[src/rtl/tcfs_pkg.sv]
`default_nettype none

package tcfs_pkg;

    localparam int PREFIX_BYTES = 63;
    localparam int PREFIX_AW    = (PREFIX_BYTES > 1) ? $clog2(PREFIX_BYTES) : 1;
    localparam int PREFIX_CW    = $clog2(PREFIX_BYTES + 1);

    localparam logic [7:0] NEWLINE_BYTE   = 8'h0A;
    localparam logic [7:0] DELIM_RESET    = 8'h09;
    localparam logic [7:0] COUNT_MAX      = 8'hFF;
    localparam logic [7:0] START_RESET    = 8'd1;
    localparam logic [7:0] END_RESET      = 8'd0;

    localparam int         CFG_AW         = 4;
    localparam logic [1:0] REG_FIELD_MODE = 2'd0;
    localparam logic [1:0] REG_DELIMITER  = 2'd1;
    localparam logic [1:0] REG_START      = 2'd2;
    localparam logic [1:0] REG_END        = 2'd3;

    typedef struct packed {
        logic       field_mode;
        logic [7:0] delimiter;
        logic [7:0] range_start;
        logic [7:0] range_end;
    } tcfs_cfg_t;

    typedef enum logic [1:0] {
        ST_RUN,
        ST_FLUSH_RD,
        ST_FLUSH_EMIT,
        ST_FLUSH_NL
    } tcfs_state_t;

    typedef struct packed {
        logic accept;
        logic flush_rd;
        logic flush_emit;
        logic flush_nl;
    } tcfs_cmd_t;

    typedef struct packed {
        logic out_free;
        logic need_flush;
        logic flush_last;
    } tcfs_status_t;

    function automatic logic in_range(input logic [7:0] k, input logic [7:0] lo,
                                      input logic [7:0] hi);
        return (k >= lo) && ((hi == 8'd0) || (k <= hi));
    endfunction

endpackage

`default_nettype wire

[src/rtl/text_column_field_selector.sv]
// Channel   Dir  Signals                            Contents
// s_axis    in   tvalid tready tdata[7:0]           in_byte
// m_axis    out  tvalid tready tdata[7:0] tlast     out_byte, last_of_run
//                tuser[0]                           prefix_overflow
// apb       in   psel penable pwrite paddr pwdata   field_mode, delimiter,
//                prdata pready                      range_start, range_end
//
// One input item per cycle while the output drains and no flush runs; zero or one
// result each, except a newline ending a line short of the first selected field,
// draining the prefix RAM (registered read, then emit, per byte), then the newline.
// rst_n clears line counters, output valid and registers to their defaults.
// m_axis_tready low stalls the output register and, through it, s_axis_tready.
`default_nettype none

module text_column_field_selector
    import tcfs_pkg::*;
(
    input  wire logic              clk,
    input  wire logic              rst_n,
    input  wire logic              s_axis_tvalid,
    output logic                   s_axis_tready,
    input  wire logic [7:0]        s_axis_tdata,   // [7:0] in_byte
    output logic                   m_axis_tvalid,
    input  wire logic              m_axis_tready,
    output logic      [7:0]        m_axis_tdata,   // [7:0] out_byte
    output logic                   m_axis_tlast,
    output logic      [0:0]        m_axis_tuser,   // [0] prefix_overflow
    input  wire logic              psel,
    input  wire logic              penable,
    input  wire logic              pwrite,
    input  wire logic [CFG_AW-1:0] paddr,
    input  wire logic [31:0]       pwdata,
    output logic      [31:0]       prdata,
    output logic                   pready
);

    tcfs_cfg_t    cfg;
    tcfs_cmd_t    cmd;
    tcfs_status_t status;

    tcfs_regs u_regs (
        .clk     (clk),
        .rst_n   (rst_n),
        .psel    (psel),
        .penable (penable),
        .pwrite  (pwrite),
        .paddr   (paddr),
        .pwdata  (pwdata),
        .prdata  (prdata),
        .pready  (pready),
        .cfg     (cfg)
    );

    tcfs_ctrl u_ctrl (
        .clk     (clk),
        .rst_n   (rst_n),
        .s_valid (s_axis_tvalid),
        .s_ready (s_axis_tready),
        .status  (status),
        .cmd     (cmd)
    );

    tcfs_dp u_dp (
        .clk       (clk),
        .rst_n     (rst_n),
        .cfg       (cfg),
        .in_byte   (s_axis_tdata),
        .cmd       (cmd),
        .status    (status),
        .out_ready (m_axis_tready),
        .out_valid (m_axis_tvalid),
        .out_byte  (m_axis_tdata),
        .out_last  (m_axis_tlast),
        .out_ovf   (m_axis_tuser[0])
    );

endmodule

`default_nettype wire

[src/rtl/tcfs_ram.sv]
`default_nettype none

module tcfs_ram #(
    parameter int WIDTH = 8,
    parameter int DEPTH = 63
) (
    input  wire logic                                       clk,
    input  wire logic                                       we,
    input  wire logic [((DEPTH > 1) ? $clog2(DEPTH) : 1)-1:0] waddr,
    input  wire logic [WIDTH-1:0]                           wdata,
    input  wire logic [((DEPTH > 1) ? $clog2(DEPTH) : 1)-1:0] raddr,
    output logic      [WIDTH-1:0]                           rdata
);

    logic [WIDTH-1:0] mem_reg [DEPTH];

    always_ff @(posedge clk)
    begin
        if (we)
        begin
            mem_reg[waddr] <= wdata;
        end
        rdata <= mem_reg[raddr];
    end

endmodule

`default_nettype wire

[src/rtl/tcfs_regs.sv]
`default_nettype none

module tcfs_regs
    import tcfs_pkg::*;
(
    input  wire logic              clk,
    input  wire logic              rst_n,
    input  wire logic              psel,
    input  wire logic              penable,
    input  wire logic              pwrite,
    input  wire logic [CFG_AW-1:0] paddr,
    input  wire logic [31:0]       pwdata,
    output logic      [31:0]       prdata,
    output logic                   pready,
    output tcfs_cfg_t              cfg
);

    tcfs_cfg_t  cfg_reg;
    tcfs_cfg_t  cfg_next;
    logic [1:0] reg_sel;
    logic       wr_en;

    assign reg_sel = paddr[3:2];
    assign wr_en   = psel && penable && pwrite;
    assign pready  = 1'b1;
    assign cfg     = cfg_reg;

    always_comb
    begin
        cfg_next = cfg_reg;
        if (wr_en)
        begin
            unique case (reg_sel)
                REG_FIELD_MODE: cfg_next.field_mode  = pwdata[0];
                REG_DELIMITER:  cfg_next.delimiter   = pwdata[7:0];
                REG_START:      cfg_next.range_start = pwdata[7:0];
                REG_END:        cfg_next.range_end   = pwdata[7:0];
                default:        cfg_next = cfg_reg;
            endcase
        end
    end

    always_comb
    begin
        unique case (reg_sel)
            REG_FIELD_MODE: prdata = {31'd0, cfg_reg.field_mode};
            REG_DELIMITER:  prdata = {24'd0, cfg_reg.delimiter};
            REG_START:      prdata = {24'd0, cfg_reg.range_start};
            REG_END:        prdata = {24'd0, cfg_reg.range_end};
            default:        prdata = 32'd0;
        endcase
    end

    always_ff @(posedge clk or negedge rst_n)
    begin
        if (!rst_n)
        begin
            cfg_reg.field_mode  <= 1'b0;
            cfg_reg.delimiter   <= DELIM_RESET;
            cfg_reg.range_start <= START_RESET;
            cfg_reg.range_end   <= END_RESET;
        end
        else
        begin
            cfg_reg <= cfg_next;
        end
    end

endmodule

`default_nettype wire

[src/rtl/tcfs_ctrl.sv]
`default_nettype none

module tcfs_ctrl
    import tcfs_pkg::*;
(
    input  wire logic   clk,
    input  wire logic   rst_n,
    input  wire logic   s_valid,
    output logic        s_ready,
    input  wire tcfs_status_t status,
    output tcfs_cmd_t    cmd
);

    tcfs_state_t state_reg;
    tcfs_state_t state_next;

    always_ff @(posedge clk or negedge rst_n)
    begin
        if (!rst_n)
        begin
            state_reg <= ST_RUN;
        end
        else
        begin
            state_reg <= state_next;
        end
    end

    always_comb
    begin
        state_next = state_reg;
        cmd        = '0;
        s_ready    = 1'b0;
        unique case (state_reg)
            ST_RUN:
            begin
                s_ready    = status.out_free;
                cmd.accept = s_valid && status.out_free;
                if (cmd.accept && status.need_flush)
                begin
                    state_next = ST_FLUSH_RD;
                end
            end
            ST_FLUSH_RD:
            begin
                cmd.flush_rd = 1'b1;
                state_next   = ST_FLUSH_EMIT;
            end
            ST_FLUSH_EMIT:
            begin
                if (status.out_free)
                begin
                    cmd.flush_emit = 1'b1;
                    state_next     = status.flush_last ? ST_FLUSH_NL : ST_FLUSH_RD;
                end
            end
            ST_FLUSH_NL:
            begin
                if (status.out_free)
                begin
                    cmd.flush_nl = 1'b1;
                    state_next   = ST_RUN;
                end
            end
            default:
            begin
                state_next = ST_RUN;
            end
        endcase
    end

    // no input taken while a buffered line drains
    assert property (@(posedge clk) disable iff (!rst_n)
        (state_reg != ST_RUN) |-> !s_ready)
        else $error("input ready during flush");

    assert property (@(posedge clk) disable iff (!rst_n)
        (state_reg == ST_FLUSH_RD) |=> (state_reg == ST_FLUSH_EMIT))
        else $error("read not followed by emit");

endmodule

`default_nettype wire

[src/rtl/tcfs_dp.sv]
`default_nettype none

module tcfs_dp
    import tcfs_pkg::*;
(
    input  wire logic    clk,
    input  wire logic    rst_n,
    input  wire tcfs_cfg_t cfg,
    input  wire logic [7:0] in_byte,
    input  wire tcfs_cmd_t cmd,
    output tcfs_status_t status,
    input  wire logic    out_ready,
    output logic         out_valid,
    output logic [7:0]   out_byte,
    output logic         out_last,
    output logic         out_ovf
);

    logic [7:0]           char_pos_reg, char_pos_next;
    logic [7:0]           field_idx_reg, field_idx_next;
    logic [PREFIX_CW-1:0] prefix_cnt_reg, prefix_cnt_next;
    logic                 ovf_seen_reg, ovf_seen_next;
    logic [PREFIX_AW-1:0] rd_idx_reg, rd_idx_next;

    logic                 out_valid_reg, out_valid_next;
    logic [7:0]           out_byte_reg, out_byte_next;
    logic                 out_last_reg, out_last_next;
    logic                 out_ovf_reg, out_ovf_next;

    logic [7:0]           lo;
    logic [7:0]           char_pos_inc;
    logic [7:0]           field_idx_sat;
    logic [7:0]           field_idx_inc;
    logic                 is_nl;
    logic                 is_delim;
    logic                 before_lo;
    logic                 load;
    logic                 ram_we;
    logic [7:0]           ram_rdata;

    assign lo            = (cfg.range_start == 8'd0) ? 8'd1 : cfg.range_start;
    assign char_pos_inc  = (char_pos_reg == COUNT_MAX) ? char_pos_reg : char_pos_reg + 8'd1;
    assign field_idx_sat = (field_idx_reg == COUNT_MAX) ? field_idx_reg
                                                        : field_idx_reg + 8'd1;
    assign field_idx_inc = field_idx_reg + 8'd1;
    assign is_nl         = (in_byte == NEWLINE_BYTE);
    assign is_delim      = (in_byte == cfg.delimiter);
    assign before_lo     = (field_idx_reg < lo);

    assign status.out_free   = !out_valid_reg || out_ready;
    assign status.need_flush = is_nl && cfg.field_mode && before_lo
                               && (prefix_cnt_reg != '0);
    assign status.flush_last = (PREFIX_CW'(rd_idx_reg) + PREFIX_CW'(1)) == prefix_cnt_reg;

    tcfs_ram #(
        .WIDTH (8),
        .DEPTH (PREFIX_BYTES)
    ) u_prefix_ram (
        .clk   (clk),
        .we    (ram_we),
        .waddr (PREFIX_AW'(prefix_cnt_reg)),
        .wdata (in_byte),
        .raddr (rd_idx_reg),
        .rdata (ram_rdata)
    );

    always_comb
    begin
        char_pos_next   = char_pos_reg;
        field_idx_next  = field_idx_reg;
        prefix_cnt_next = prefix_cnt_reg;
        ovf_seen_next   = ovf_seen_reg;
        rd_idx_next     = rd_idx_reg;
        ram_we          = 1'b0;
        load            = 1'b0;
        out_byte_next   = in_byte;
        out_last_next   = 1'b1;
        out_ovf_next    = ovf_seen_reg;

        priority if (cmd.accept)
        begin
            rd_idx_next = '0;
            priority if (is_nl)
            begin
                if (!status.need_flush)
                begin
                    load            = 1'b1;
                    out_byte_next   = NEWLINE_BYTE;
                    char_pos_next   = 8'd0;
                    field_idx_next  = 8'd1;
                    prefix_cnt_next = '0;
                    ovf_seen_next   = 1'b0;
                end
            end
            else if (!cfg.field_mode)
            begin
                char_pos_next = char_pos_inc;
                load          = in_range(char_pos_inc, lo, cfg.range_end);
            end
            else if (before_lo)
            begin
                if (prefix_cnt_reg < PREFIX_CW'(PREFIX_BYTES))
                begin
                    ram_we          = 1'b1;
                    prefix_cnt_next = prefix_cnt_reg + PREFIX_CW'(1);
                end
                else
                begin
                    ovf_seen_next = 1'b1;
                end
                if (is_delim)
                begin
                    field_idx_next = field_idx_inc;
                    if (field_idx_inc >= lo)
                    begin
                        prefix_cnt_next = '0;
                    end
                end
            end
            else if (is_delim)
            begin
                // delimiter kept only between two selected fields
                load = in_range(field_idx_reg, lo, cfg.range_end)
                       && ((cfg.range_end == 8'd0) || (field_idx_reg < cfg.range_end));
                field_idx_next = field_idx_sat;
            end
            else
            begin
                load = in_range(field_idx_reg, lo, cfg.range_end);
            end
        end
        else if (cmd.flush_emit)
        begin
            load          = 1'b1;
            out_byte_next = ram_rdata;
            out_last_next = 1'b0;
            rd_idx_next   = rd_idx_reg + PREFIX_AW'(1);
        end
        else if (cmd.flush_nl)
        begin
            load            = 1'b1;
            out_byte_next   = NEWLINE_BYTE;
            char_pos_next   = 8'd0;
            field_idx_next  = 8'd1;
            prefix_cnt_next = '0;
            ovf_seen_next   = 1'b0;
        end
        else
        begin
            load = 1'b0;
        end

        if (load)
        begin
            out_valid_next = 1'b1;
        end
        else
        begin
            out_valid_next = out_valid_reg && !out_ready;
        end
    end

    always_ff @(posedge clk or negedge rst_n)
    begin
        if (!rst_n)
        begin
            char_pos_reg   <= 8'd0;
            field_idx_reg  <= 8'd1;
            prefix_cnt_reg <= '0;
            ovf_seen_reg   <= 1'b0;
            rd_idx_reg     <= '0;
            out_valid_reg  <= 1'b0;
        end
        else
        begin
            char_pos_reg   <= char_pos_next;
            field_idx_reg  <= field_idx_next;
            prefix_cnt_reg <= prefix_cnt_next;
            ovf_seen_reg   <= ovf_seen_next;
            rd_idx_reg     <= rd_idx_next;
            out_valid_reg  <= out_valid_next;
        end
    end

    always_ff @(posedge clk)
    begin
        if (load)
        begin
            out_byte_reg <= out_byte_next;
            out_last_reg <= out_last_next;
            out_ovf_reg  <= out_ovf_next;
        end
    end

    assign out_valid = out_valid_reg;
    assign out_byte  = out_byte_reg;
    assign out_last  = out_last_reg;
    assign out_ovf   = out_ovf_reg;

    assert property (@(posedge clk) disable iff (!rst_n)
        prefix_cnt_reg <= PREFIX_CW'(PREFIX_BYTES))
        else $error("prefix count past buffer size");

    assert property (@(posedge clk) disable iff (!rst_n)
        cmd.flush_rd |-> (PREFIX_CW'(rd_idx_reg) < prefix_cnt_reg))
        else $error("flush read beyond buffered prefix");

    // a result is only loaded into a free output register
    assert property (@(posedge clk) disable iff (!rst_n)
        (cmd.accept || cmd.flush_emit || cmd.flush_nl) |-> status.out_free)
        else $error("output register overwritten");

endmodule

`default_nettype wire

[config.mk]
export PLATFORM = sky130hd
export DESIGN_NAME = text_column_field_selector
export DESIGN_NICKNAME = d
export VERILOG_FILES = /design/src/rtl/tcfs_pkg.sv /design/src/rtl/text_column_field_selector.sv /design/src/rtl/tcfs_ram.sv /design/src/rtl/tcfs_regs.sv /design/src/rtl/tcfs_ctrl.sv /design/src/rtl/tcfs_dp.sv
export SDC_FILE = /design/constraint.sdc
export NUM_CORES = 1
export LEC_CHECK = 0
export BUFFER_PORTS_ARGS = -buffer_cell sky130_fd_sc_hd__buf_2
export CELL_PAD_IN_SITES_DETAIL_PLACEMENT = 1
export CELL_PAD_IN_SITES_GLOBAL_PLACEMENT = 2
export CORE_MARGIN = 8
export CORE_UTILIZATION = 43
export CTS_CLUSTER_SIZE = 20
export DETAILED_ROUTE_END_ITERATION = 10
export GPL_TIMING_DRIVEN = 0
export PLACE_DENSITY = 0.78
export SETUP_SLACK_MARGIN = 0.15
export SLEW_MARGIN = 20
export SYNTH_ARGS = -nofsm -noshare
export SYNTH_HDL_FRONTEND = slang
export SYNTH_SLANG_ARGS = --single-unit
[constraint.sdc]
create_clock -name clk -period 3.5 [get_ports clk]
set_clock_uncertainty 0.2 [all_clocks]
set_input_delay 0.175 -clock clk [delete_from_list [all_inputs] [get_ports clk]]
set_output_delay 0.175 -clock clk [all_outputs]
set_load 0.02 [all_outputs]
==> impl_results.md <==
- Outcome: finished with violations
- Failing checks: setup timing
- Die height: 255 microns
- Post-Route WL: 67,400 microns
- Tot Pwr: 19,800 uW
- Final hold violation count: 0
- Kind of critical path: reg2reg
- Setup_tns: -11.06 ns
- Largest register FFs: 504
- Crit end category: flip-flop
- CP required: 3.65 ns
- Clk pwr share: 0.324
- Gpl congestion: 0.831
- TritonCTS clock tree: yes
- Clock tree buffer depth: 3
- Warnings, synthesis: 0
- Final Max Tran Viols: 0
- Int Pwr: 13,900 uW
- Post-DP HPWL: 40,000 microns
- Xor-xnor portion of the synthesized cell area: 0.00823
- Routed Antenna Nets: 0
- First-pass GRT wire length: 100,000 microns
- Final setup fails: 308
- Vias post-DR: 14.1k
- Fin util: 0.540
- Crit. Startpoint: u_regs.cfg[15]$_DFFE_PN0P_
- Initial core utilization: 0.435
- HP Class: in2reg
- Port bufs: 44
- Synth Area in Compound Gates: 0.0441
- Antenna violations before repair: 1
- Root buffer cell: clkbuf_16
- DRC viols: 0
- Largest family of logic cells by synthesized area: multiplexers
- Setup slack after layout: -0.103 ns
- GR Overflow Total: 0
- First DRT Iteration DRCs: 1,277
- Peak VDD IR: 422 uV
- Gate power share: 0.273
- Prevailing post-synth register cell: edfxtp_1
- Asr flop ratio synth: 0.0984
- 1st-pass router iterations: 5
- Leak: 0.0102 uW
- Post-synth top area cell: edfxtp_1
- Synth Instances: 1,358
- CTS Buf Count: 60
- I/O pin count: 96
- Max_cap viols: 0
- DR vias/cell: 5.79
- Portion of netlist area occupied by mux cells: 0.153
- Placed cell count: 2,182
- Fillers: 5,142
- Worst slew pin tran: 1.08 ns
- R2R Path Start: u_regs.cfg[15]$_DFFE_PN0P_
- Cell Pwr Density: 652 nW/um^2
- Psw: 5870 uW
- Layout Nets: 1,725
- # clock sinks: 579
- Worst-path clk slew: 0.06 ns
- Post-Synth Adder-Cell Area: 0.0230
- RSZ-0062 raised after global routing: true
- Rel. slew slack: 0.278
- Post-placement cell area: 25,800 sq um
- H-tree depth: 2
- Die width: 255 microns
- Share of the synthesized area in the top cell type: 0.631
- Synth Cell Area: 24,500 sq um
- Rows: 87
- Switching Fraction: 0.297
- Cell variety after synth: 65
- Sequential group share of total power: 0.402
- Critical path arrival: 3.75 ns
- Ranking of synthesized cells by area: edfxtp_1, mux4_2, dfrtp_1
- WL/cell: 27.7 microns
- GRT Util Overall: 0.210
- Fin area: 30,400 sq um
- Core Footprint: 56,300 sq um
- Layout cells sized above 1: 0.338
- Fmax: 278 MHz
- Pin count of the biggest net entering global routing: 67
- Post-synthesis simple-gate area fraction: 0.0486
- Post-synth EDFFs: 514
- Worst-Skew Late Latency: 0.63 ns
- Sequential share of the synthesized area: 0.696
- CP Max Fanout: 6
- Worst Hold Launch: psel
- Minimum clock period: 3.60 ns
- Die area: 64,800 sq um
- Startpoint Class: flip-flop
- Synthesized area per cell: 18.0 sq um
- Vias in the first global route: 14.8k
- Layout area overhead: 24.1%
- Final Non-Filler Cells: 2,436
- Synth Register Bits: 579
- Tcrit/Tclk final: 1.03
[per-stage QoR]
stage / setup slack [ns] / hold slack [ns]
CTS: -0.0554 / 0.0841
floorplan: 0.0315 / -0.321
global placement: -1.41 / 0.253
finish: -0.103 / 0.131
global route: -0.239 / 0.170
detailed placement: -1.45 / -0.0848
[power groups by stage]
stage	Combinational (uW)	Sequential, uW	Clock, uW
after floorplan	3400	8110	0
after global placement	5010	8090	0
after detailed placement	5080	8100	0
after CTS	5280	7960	6490
after global routing	5740	7980	6740
final	5410	7960	6420
[final cells by class]
| cell class | instances | area (sq um) | share of cell area |
|---|---|---|---|
| antenna | 1 | 2.50 | 0.0000824 |
| buffer | 90 | 563 | 0.0185 |
| clock buffer | 71 | 1550 | 0.0511 |
| clock inverter | 41 | 415 | 0.0137 |
| inverter | 27 | 101 | 0.00334 |
| multi-input combinational | 686 | 7620 | 0.251 |
| sequential | 579 | 17000 | 0.561 |
| tap | 756 | 946 | 0.0312 |
| timing repair buffer | 185 | 2130 | 0.0702 |
[cells in the mapped netlist, types with 4 or more instances]
master	n
o211ai_1	7
and3_1	5
xnor2_1	20
buf_1	14
o21ai_0	51
ha_1	45
nand2_1	60
dfrtp_1	53
mux2i_1	9
edfxtp_1	514
dfstp_2	4
nor4_1	5
a21o_1	10
nor3_1	8
inv_1	27
mux2_2	18
nand4_1	6
nand2b_1	11
buf_2	8
nor2b_1	9
nand3_1	34
mux4_2	152
a21oi_1	26
or3_1	4
clkbuf_1	28
nor2_1	94
dfxtp_1	8
a22o_1	25
a221o_1	9
buf_4	32
or4_1	4
buf_6	5
[routing by layer]
layer	routed length (microns)	track usage	share of wire
met5	0	0	0
met4	1970	0.0627	0.029
met3	4640	0.0333	0.069
met2	32400	0.343	0.48
met1	28400	0.291	0.42
[kinds of logic after synthesis]
| family | after synthesis |
|---|---|
| flip-flops | 579 |
| buffers and inverters | 117 |
| adder cells (fa/ha/maj) | 45 |
| other | 2 |
| multiplexers | 181 |
| AO/OA/AOI/OAI | 158 |
| XOR/XNOR | 23 |
| AND/OR/NAND/NOR | 253 |
[path summary, 6_finish.rpt]
path | endpoint | slack [ns] | cells past startpoint
min reg2reg | u_dp.out_ovf$_DFFE_PP_ | 0.32 | 0
max reg2reg | u_dp.u_prefix_ram.mem_reg[57][3]$_DFFE_PP_ | -0.10 | 14
min in group asynchronous | u_regs.cfg[16]$_DFFE_PN1P_ | 0.44 | 3
max | u_dp.u_prefix_ram.mem_reg[57][3]$_DFFE_PP_ | -0.10 | 14
max in group asynchronous | u_regs.cfg[22]$_DFFE_PN0P_ | 2.12 | 4
min | u_regs.cfg[23]$_DFFE_PN0P_ | 0.13 | 5
[critical path, stage by stage, from the launching register on]
cell and delay [ns]:
dfrtp_1 0.39, nor4_2 0.31, a41o_2 0.25, ha_1 0.14, nor2b_1 0.04, o211ai_1 0.21, a21oi_2 0.11, or4_4 0.50
buf_8 0.15, nor3_4 0.20, buf_4 0.17, nand3_4 0.10, buf_12 0.22, nor2_4 0.15, buf_6 0.17
[repair_timing]
action,in CTS,in global routing
endpoints found under the setup margin,539,544
setup buffers,91,10
pin swaps,73,13
cloned,0,1
gates resized for setup,186,26
hold endpoints to repair,379,0
hold buffers,39,0
[cells in the final DEF (no fill, tap or decap), types with 8 or more instances in the layout]
cell type        n
edfxtp_1       514
mux4_2         152
nor2_4          63
clkbuf_16       60
nand2_1         57
buf_4           56
dfrtp_1         52
o21ai_0         51
buf_12          48
buf_6           45
buf_2           45
ha_1            44
dlygate4sd3_1   38
clkbuf_1        35
nor2_1          30
inv_1           27
nand3_1         25
a22o_1          25
conb_1          25
a21oi_1         23
xnor2_1         18
mux2_2          17
clkinv_1        13
nand2b_1        11
clkinv_2        11
buf_1           10
nor2b_1          9
a221o_1          9
a21o_1           9
nand3_4          8
mux2i_1          8
dfxtp_1          8
Power figures use the tool's default switching activity.
